`src/rtl/rac_pkg.sv`:
```
// ----------------------------------------------------------------------------
// rac_pkg
// Shared types, codes and the saturating helper for the amplitude converter.
// ----------------------------------------------------------------------------
package rac_pkg;

  localparam int unsigned DataW = 32;

  localparam logic MODE_INTENSITY = 1'b0;
  localparam logic MODE_ANOMALOUS = 1'b1;

  typedef struct packed {
    logic signed [DataW-1:0] value_plus;
    logic signed [DataW-1:0] sigma_plus;
    logic signed [DataW-1:0] value_minus;
    logic signed [DataW-1:0] sigma_minus;
  } rac_in_t;

  typedef struct packed {
    logic signed [DataW-1:0] amp_plus;
    logic signed [DataW-1:0] amp_sigma_plus;
    logic signed [DataW-1:0] amp_minus;
    logic signed [DataW-1:0] amp_sigma_minus;
    logic                    saturated;
  } rac_out_t;

  // result of one lane, handed to the merge register
  typedef struct packed {
    logic signed [DataW-1:0] amp;
    logic signed [DataW-1:0] amp_sigma;
    logic                    clip;
  } rac_lane_res_t;

  typedef struct packed {
    logic signed [DataW-1:0] val;
    logic                    clip;
  } rac_sat_t;

  // clip a 34-bit exact sum to the 32-bit range
  function automatic rac_sat_t rac_sat(input logic signed [DataW+1:0] v);
    rac_sat_t r;
    logic     hi_ok;
    hi_ok = (v[DataW+1:DataW-1] == 3'b000) || (v[DataW+1:DataW-1] == 3'b111);
    r.clip = ~hi_ok;
    if (hi_ok) begin
      r.val = v[DataW-1:0];
    end else if (v[DataW+1]) begin
      r.val = {1'b1, {(DataW-1){1'b0}}};
    end else begin
      r.val = {1'b0, {(DataW-1){1'b1}}};
    end
    return r;
  endfunction

endpackage

```
`src/rtl/rac_sqrt.sv`:
```
// ----------------------------------------------------------------------------
// rac_sqrt
// Pipelined floor square root, one root bit resolved per stage.
// ----------------------------------------------------------------------------
module rac_sqrt #(
  parameter int unsigned RadW = 40
) (
  input  logic                clk_i,
  input  logic                en_i,
  input  logic [RadW-1:0]     rad_i,
  output logic [RadW/2-1:0]   root_o
);
  localparam int unsigned QW  = RadW / 2;
  localparam int unsigned RmW = QW + 2;

  logic [RmW-1:0]  rem_q  [QW];
  logic [QW-1:0]   root_q [QW];
  logic [RadW-1:0] x_q    [QW];

  for (genvar k = 0; k < QW; k++) begin : g_stage
    logic [RmW-1:0]  rem_in;
    logic [QW-1:0]   root_in;
    logic [RadW-1:0] x_in;
    logic [RmW-1:0]  rem_sh;
    logic [RmW-1:0]  trial;
    logic            ge;

    if (k == 0) begin : g_first
      assign rem_in  = '0;
      assign root_in = '0;
      assign x_in    = rad_i;
    end else begin : g_next
      assign rem_in  = rem_q[k-1];
      assign root_in = root_q[k-1];
      assign x_in    = x_q[k-1];
    end

    assign rem_sh = {rem_in[RmW-3:0], x_in[RadW-1:RadW-2]};
    assign trial  = {root_in, 2'b01};
    assign ge     = rem_sh >= trial;

    always_ff @(posedge clk_i) begin
      if (en_i) begin
        rem_q[k]  <= ge ? (rem_sh - trial) : rem_sh;
        root_q[k] <= {root_in[QW-2:0], ge};
        x_q[k]    <= {x_in[RadW-3:0], 2'b00};
      end
    end
  end

  assign root_o = root_q[QW-1];

endmodule

```
`src/rtl/rac_lane.sv`:
```
// ----------------------------------------------------------------------------
// rac_lane
// One pair of the item: operand prep, two square roots, result select.
// ----------------------------------------------------------------------------
module rac_lane #(
  parameter int unsigned FracBits = 8,
  parameter bit          IsMinus  = 1'b0
) (
  input  logic                          clk_i,
  input  logic                          en_i,
  input  logic                          mode_i,
  input  logic signed [31:0]            own_val_i,
  input  logic signed [31:0]            own_sig_i,
  input  logic signed [31:0]            f_i,
  input  logic signed [31:0]            sf_i,
  input  logic signed [31:0]            d_i,
  input  logic signed [31:0]            sd_i,
  output rac_pkg::rac_lane_res_t        res_o
);
  import rac_pkg::*;

  localparam int unsigned RawW = DataW + FracBits;
  localparam int unsigned RadW = RawW + (RawW % 2);
  localparam int unsigned QW   = RadW / 2;

  typedef struct packed {
    logic                    conv;
    logic                    mode;
    logic                    sum_pos;
    logic signed [DataW-1:0] val0;
    logic signed [DataW-1:0] val1;
    logic                    clip;
  } side_t;

  logic              conv, v_pos;
  logic [DataW:0]    neg_v;
  logic [DataW-1:0]  mag;
  rac_sat_t          sp_sat, sum_sat, a_sat, s_sat;
  logic signed [DataW-1:0] sp, h, hs;
  logic signed [DataW+1:0] a_ext;
  side_t             side_d;
  logic [RadW-1:0]   rad_f_d, rad_s_d, rad_f_q, rad_s_q;
  side_t             side_q [QW+1];
  logic [QW-1:0]     root_f, root_s;
  side_t             side_o;

  always_comb begin
    conv  = own_sig_i > 0;
    v_pos = own_val_i > 0;
    neg_v = -{own_val_i[DataW-1], own_val_i};
    mag   = v_pos ? own_val_i[DataW-1:0] : neg_v[DataW-1:0];
    // sigma' = sigma - 2*I on the non-positive path
    sp_sat = rac_sat({{2{own_sig_i[DataW-1]}}, own_sig_i}
                     - {own_val_i[DataW-1], own_val_i, 1'b0});
    sp = v_pos ? own_sig_i : sp_sat.val;
    sum_sat = rac_sat({{2{own_val_i[DataW-1]}}, own_val_i} + {{2{sp[DataW-1]}}, sp});

    // halving is an arithmetic shift
    h  = {d_i[DataW-1], d_i[DataW-1:1]};
    hs = {sd_i[DataW-1], sd_i[DataW-1:1]};
    if (IsMinus) begin
      a_ext = {{2{f_i[DataW-1]}}, f_i} - {{2{h[DataW-1]}}, h};
    end else begin
      a_ext = {{2{f_i[DataW-1]}}, f_i} + {{2{h[DataW-1]}}, h};
    end
    a_sat = rac_sat(a_ext);
    s_sat = rac_sat({{2{sf_i[DataW-1]}}, sf_i} + {{2{hs[DataW-1]}}, hs});

    side_d.conv    = conv;
    side_d.mode    = mode_i;
    side_d.sum_pos = sum_sat.val > 0;
    if (!conv) begin
      side_d.val0 = own_val_i;
      side_d.val1 = own_sig_i;
      side_d.clip = 1'b0;
    end else if (mode_i == MODE_ANOMALOUS) begin
      side_d.val0 = a_sat.val;
      side_d.val1 = s_sat.val;
      side_d.clip = a_sat.clip | s_sat.clip;
    end else begin
      side_d.val0 = own_val_i;
      side_d.val1 = own_sig_i;
      side_d.clip = (~v_pos & sp_sat.clip) | sum_sat.clip;
    end

    rad_f_d = {{(RadW-RawW){1'b0}}, mag, {FracBits{1'b0}}};
    rad_s_d = side_d.sum_pos
            ? {{(RadW-RawW){1'b0}}, sum_sat.val[DataW-1:0], {FracBits{1'b0}}}
            : '0;
  end

  always_ff @(posedge clk_i) begin
    if (en_i) begin
      rad_f_q   <= rad_f_d;
      rad_s_q   <= rad_s_d;
      side_q[0] <= side_d;
    end
  end

  // side data rides along with the root stages
  for (genvar k = 1; k <= QW; k++) begin : g_side
    always_ff @(posedge clk_i) begin
      if (en_i) begin
        side_q[k] <= side_q[k-1];
      end
    end
  end

  rac_sqrt #(.RadW(RadW)) u_sqrt_amp (
    .clk_i  (clk_i),
    .en_i   (en_i),
    .rad_i  (rad_f_q),
    .root_o (root_f)
  );

  rac_sqrt #(.RadW(RadW)) u_sqrt_sum (
    .clk_i  (clk_i),
    .en_i   (en_i),
    .rad_i  (rad_s_q),
    .root_o (root_s)
  );

  always_comb begin
    side_o = side_q[QW];
    res_o.clip = side_o.clip;
    if (side_o.conv && side_o.mode == MODE_INTENSITY) begin
      res_o.amp       = {{(DataW-QW){1'b0}}, root_f};
      res_o.amp_sigma = side_o.sum_pos
                      ? ({{(DataW-QW){1'b0}}, root_s} - {{(DataW-QW){1'b0}}, root_f})
                      : '0;
    end else begin
      res_o.amp       = side_o.val0;
      res_o.amp_sigma = side_o.val1;
    end
  end

endmodule

```
`config.mk`:
```
export PLATFORM = sky130hd
export DESIGN_NAME = rac_lane
export DESIGN_NICKNAME = d
export VERILOG_FILES = /design/src/rtl/rac_pkg.sv /design/src/rtl/rac_sqrt.sv /design/src/rtl/rac_lane.sv
export SDC_FILE = /design/constraint.sdc
export NUM_CORES = 2
export LEC_CHECK = 0
export BUFFER_PORTS_ARGS = -buffer_cell sky130_fd_sc_hd__buf_2
export CAP_MARGIN = 20
export CORE_MARGIN = 10
export CORE_UTILIZATION = 40
export CTS_BUF_LIST = sky130_fd_sc_hd__clkbuf_16
export CTS_CLUSTER_DIAMETER = 30
export DETAILED_ROUTE_END_ITERATION = 10
export GPL_TIMING_DRIVEN = 0
export SLEW_MARGIN = 20
export SYNTH_ARGS = -nofsm -noshare
export SYNTH_HDL_FRONTEND = slang
export SYNTH_HIERARCHICAL = 1
export SYNTH_MEMORY_MAX_BITS = 65536
export SYNTH_SLANG_ARGS = --single-unit
```
`constraint.sdc`:
```
create_clock -name clk_i -period 12.9 [get_ports clk_i]
set_input_delay 2.58 -clock clk_i [delete_from_list [all_inputs] [get_ports clk_i]]
set_output_delay 2.58 -clock clk_i [all_outputs]
set_load 0.02 [all_outputs]
```
Word level (Yosys, flattened, before mapping)
Memories as Yosys holds them, arrays and structs flattened.
Cells that the tools add are included.

cells by class
  add/sub/neg operators = 46
  multiply operators = 0
  divide/modulo/power cells = 0
  magnitude comparators = 43
  equality and inequality tests = 4
  shift-type cells = 0
  muxes and demuxes = 56
  bitwise gates (word level) = 9
  reduce and logical (&&, ||, !) cells = 9

operators by type and width
  kind                                                            number
  2-to-1 mux 22 bit                                               40
  >= comparator 22 bit                                            38
  subtractor 22 bit                                               38
  2-to-1 mux 32 bit                                               11
  2-to-1 mux 65 bit                                               2
  greater-than comparator 32 x 1 -> 1 bit, second input constant  3
  adder 32 x 31 -> 33 bit                                         2
  2-to-1 mux 64 bit                                               1
  subtractor 32 x 33 -> 34 bit                                    1
  adder 32 x 32 -> 33 bit                                         1
  negation 32 bit                                                 1
  subtractor 20 x 20 -> 21 bit                                    1
  equality test 3 bit, second input constant                      4
  logical NOT 3 bit                                               4
  inverter 1 bit                                                  6
  subtractor 2 x 1 -> 3 bit, second input constant                2
  >= comparator 2 x 1 -> 1 bit, second input constant             2
  logical OR 1 bit                                                4
  2-to-1 mux 1 bit                                                2
  bitwise OR 1 bit                                                2
  bitwise AND 1 bit                                               1
  logical AND 1 bit                                               1

word-level totals
  bits in registers = 72
  latch bits = 0
  bits in writable memories = 4,628
  bits in read-only memories = 0
  bits of input ports = 195
  output and inout bits = 65
  logic and storage cells = 177
  memories kept = 7

memories
  memory             words  bits a word  rd ports  clocked after Yosys merged registers in  write ports  line            text
  side_q             21     68           21        0                                        21           rac_lane.sv:43  side_t side_q [QW+1];
  u_sqrt_amp.x_q     20     38           19        0                                        20           rac_sqrt.sv:18  logic [RadW-1:0] x_q [QW];
  u_sqrt_sum.x_q     20     38           19        0                                        20           rac_sqrt.sv:18
  u_sqrt_amp.rem_q   20     22           19        0                                        20           rac_sqrt.sv:16  logic [RmW-1:0] rem_q [QW];
  u_sqrt_sum.rem_q   20     22           19        0                                        20           rac_sqrt.sv:16
  u_sqrt_amp.root_q  20     20           20        0                                        20           rac_sqrt.sv:17  logic [QW-1:0] root_q [QW];
  +1 memories        -      -            -         -                                        -            -

Longest topological paths before layout
  depth in word-level cells = 12
  gate-level depth with buffers = 38
  depth with buffers taken out = 36

Modules after synthesis
The synthesis kept the hierarchy.

modules (own cells, without submodules)
  module                  instances  cells each  area each (um2)  seq. area each (um2)
  rac_lane                1          3,208       55,829.8         44,803.0
  rac_sqrt at u_sqrt_amp  1          3,388       44,006.0         28,437.3
  rac_sqrt at u_sqrt_sum  1          3,295       43,476.7         28,437.3

Worst setup path before layout
OpenSTA, ideal clock, no wires.

  kind = input -> register
  start = input own_sig_i[1]
  end = memory side_q[0][65] (netlist name), data pin
  library setup time = 0.277 ns
  data arrival time = 8.840 ns
  required time = 12.623 ns
  setup slack = 3.783 ns
  cell stages on the path = 36
  buffers on the path = 1
  path through = inv_1 -> ha_1 -> fa_1 -> nor2b_1 -> o31ai_1 -> a2111oi_0 -> o22ai_1 -> o31ai_1 -> a211oi_1 -> xnor2_1 -> a21boi_1 -> or2_1 -> buf_2 -> o21ai_1 -> ha_1 -> a211oi_1 -> o21ai_0 -> a31oi_1 -> o22ai_1 -> a21oi_1 -> nor2b_1 -> or3_1 -> a21oi_1 -> o21ai_1 -> xor2_1 -> inv_1 -> ha_1 -> nor2_1 -> nand3_1 -> nor4_1 -> a21oi_1 -> nor2_1 -> and3_1 -> o2111ai_1 -> nor4b_1 -> a41oi_1

RTL lines
  item         line            text
  from (decl)  rac_lane.sv:13  input logic signed [31:0] own_sig_i,
  to (decl)    rac_lane.sv:43

==> flow_summary.yaml <==
timing:
  slew_headroom_pct: 19.96
  tns_ns: 0
  hold_violations: 0
  tightestPinTransition_ns: 1.188
  final.setup_skew_ns: 0.05930
  fin_crit_sh_pct: 85.74
  setup_ws_ns: 1.839
  setup_violations: 0
  drv_slew: 0
  holdWs_ns: 0.3587
  rsz0062_at_grt: "no"
  max_freq_mhz: 90.41
  post-route-min-period_ns: 11.06
global_route:
  grt_max_degree: 157
  grt_pass1_wl_um: 450900
  grt_overflow: 0
  antenna_found_initial: 33
  grt_pass1_vias: 82040
  track_usage_pct: 14.66
worst_setup_path:
  cp_slowest_cell: "a32oi_1"
  critPathMaxStageDelay_ns: 0.57
  worstSetupPathType: "input pin to flop"
  cp.required_ns: 13.54
  arrival_ns: 11.71
  setup.worst_path.end_class: "flop"
  cp-start-kind: "input pin"
  path_max_fanout: 10
  rrSetupSlack_ns: 9.15
cts:
  cts.sinks: 3386
  htreeDepth: 6
  post-cts-setup-buffers: 0
  holdBufCountCts: 0
  worst_skew_pair.late_latency_ns: 0.99
  path_clk_slew_ns: 0.05
  cts_tree: "built"
  clock_path_buffers: 4
  numCtsBuffers: 623
  clock-root-buffer: "clkbuf_16"
  cts_resized: 0
cells_and_area:
  syn_to_final_growth_pct: 20.37
  layout-drive-gt1-share_pct: 13.17
  nNetsFinal: 11630
logic_synthesis:
  synth_edf_count: 3386
  async_reset_ff_share_pct: 0
  ys_warn_count: 6
  yosysUniqueCellTypes: 110
  ys_seq_area_share_pct: 70.95
  synth_seq_cells: 3386
  syn_area_per_cell_um2: 14.49
  synthFlopType: "edfxtp_1"
  synth.cell_area_mm2: 0.1433
  syn_inst: 9891
status:
  run_status: "finished clean"
power:
  p_total_w: 0.03421
  max-vdd-ir-drop_mv: 0.1276
  p_leak_nw: 65.23
  power.density_mw_per_mm2: 198.3
detailed_routing:
  drcViolationCount: 0
  drt_iter0_markers: 5295
  postRouteWirelength_um: 290100
  avgRoutedWirePerCell_um: 18.04
  vias_per_cell: 4.990
  ant_nets: 0
  vias: 80240
  dr.pass1.iters: 7
floorplanning:
  core_mm2: 0.3562
  core.rowCount: 219
  die_x_um: 618.6
  dieArea_mm2: 0.3826
  die_h_um: 618.6
  design.portCount: 260
  initial_core_util_pct: 40.23
min_path:
  hp-class: "flop to flop"
placed_design:
  place_hpwl_um: 207900
  post-place-ws_ns: 1.042
  numPortBuffers: 257
  place_congestion: 0.9375
flow_run:
  maxCapViolCount: 0
-- cells in the mapped netlist (13+ instances only) --
cell	count	area (um^2)
o21ai_0	516	2582
and2_1	48	300.3
o31ai_1	49	367.9
nor3_1	189	945.9
nand2_1	700	2628
clkbuf_1	148	555.5
or2_2	30	187.7
o2111ai_1	18	157.7
o31a_1	14	122.6
a21o_1	175	1314
nor2b_1	84	525.5
nand2b_1	114	713.2
xor2_1	320	2803
nand4_1	83	519.3
nor3b_1	16	120.1
ha_1	614	7682
inv_1	649	2436
xnor2_1	374	3276
a31oi_1	58	362.9
a21boi_0	22	165.2
nand3b_1	20	150.1
mux2i_1	16	160.2
maj3_1	48	480.5
nand3_1	136	680.7
edfxtp_1	3386	101700
o22ai_1	15	93.84
nand4b_1	15	131.4
a2111oi_0	22	192.7
o211ai_1	48	360.4
o41ai_1	22	192.7
mux2_2	68	765.7
o21bai_1	41	307.8
o21ai_1	73	365.4
a211o_1	20	175.2
buf_2	35	175.2
or4_1	27	202.7
nor4_1	81	506.7
and4_1	13	113.9
nor2_1	536	2012
o21a_1	109	818.3
a21oi_1	534	2673
or3_1	80	500.5
a211oi_1	56	420.4
and3_1	50	312.8
-- logic make-up after synthesis --
family | after synthesis | synth area share (%)
buffers and inverters | 857 | 2.312
AO/OA/AOI/OAI | 1934 | 8.406
adder cells (fa/ha/maj) | 667 | 5.766
flip-flops | 3386 | 70.95
other | 3 | 0.007857
XOR/XNOR | 695 | 4.253
AND/OR/NAND/NOR | 2264 | 7.651
multiplexers | 85 | 0.6565
-- where the power goes --
| part | switching (W) | total [W] | leakage, nW | internal, W |
|---|---|---|---|---|
| logic | 0.00259 | 0.00424 | 22.1 | 0.00165 |
| clock network | 0.00549 | 0.0159 | 10.4 | 0.0104 |
| registers | 0.000528 | 0.0141 | 32.7 | 0.0136 |
-- worst paths after layout --
path,from,to,depth (start not counted)
hold / removal,rad_s_q[25]$_SDFFCE_PP0P_,u_sqrt_sum/x_q[0][25]$_DFFE_PP_,0
setup reg to reg,u_sqrt_amp/root_q[2][62]$_DFFE_PP_,u_sqrt_amp/rem_q[12][0]$_DFFE_PP_,9
setup / recovery,own_val_i[0],side_q[0][65]$_DFFE_PP_,34
hold reg to reg,rad_s_q[25]$_SDFFCE_PP0P_,u_sqrt_sum/x_q[0][25]$_DFFE_PP_,0
-- through the flow --
stage | util (%) | instance area, um^2 | cells
final | 48.43 | 172500 | 16080
after global routing | 48.43 | 172500 | 16080
after CTS | 48.42 | 172500 | 16070
after detailed placement | 42.48 | 151300 | 14940
after global placement | 42.28 | 150600 | 14920
after floorplan | - | 143400 | 9907
-- placed cells by master, fill, tap and decap left out, types with 72 or more instances in the layout --
master     count
nor2b_1       84
a21o_1       175
edfxtp_1    3386
nor3_1       189
xor2_1       320
nand2_1      700
ha_1         614
buf_2        291
o21a_1       109
o21ai_1       73
o21ai_0      516
nor4_1        81
inv_1        712
clkinv_1      72
nand4_1       83
clkbuf_1     146
nand3_1      136
a21oi_1      534
clkinv_2      98
nor2_1       536
clkbuf_16    631
or3_1         80
nand2b_1     114
xnor2_1      374
-- layout make-up --
class | count | area [um^2]
fillers | 30030 | 183700
flip-flops and latches | 3386 | 101700
multi-input cells | 5664 | 38390
clock buffers | 631 | 15790
well taps | 4751 | 5944
clock inverters | 501 | 5368
inverters | 654 | 2455
repair buffers | 283 | 2009
plain buffers | 203 | 860.8
diodes | 7 | 17.52
-- state kept, by name, indices dropped and copies added (netlist names) --
signal / count
rad_f_q: 32
u_sqrt_amp/root_q: 210
u_sqrt_amp/rem_q: 357
u_sqrt_sum/x_q: 380
u_sqrt_sum/root_q: 210
side_q: 1428
u_sqrt_sum/rem_q: 357
u_sqrt_amp/x_q: 380
rad_s_q: 32
-- critical path: cells and delay by family --
family / cells / cell delay [ns]
AO/OA/AOI/OAI: 19 / 5.24
AND/OR/NAND/NOR: 7 / 1.31
adder cells (fa/ha/maj): 4 / 1.19
buffers and inverters: 3 / 1.15
XOR/XNOR: 1 / 0.18
-- metal layers --
metal,track usage [%],part of all wire [%]
met5,0,0.065
met2,24.23,47
met3,2.845,4.9
met1,18.30,43
met4,7.756,5.2
No activity file was read; power rests on OpenSTA's default activity.
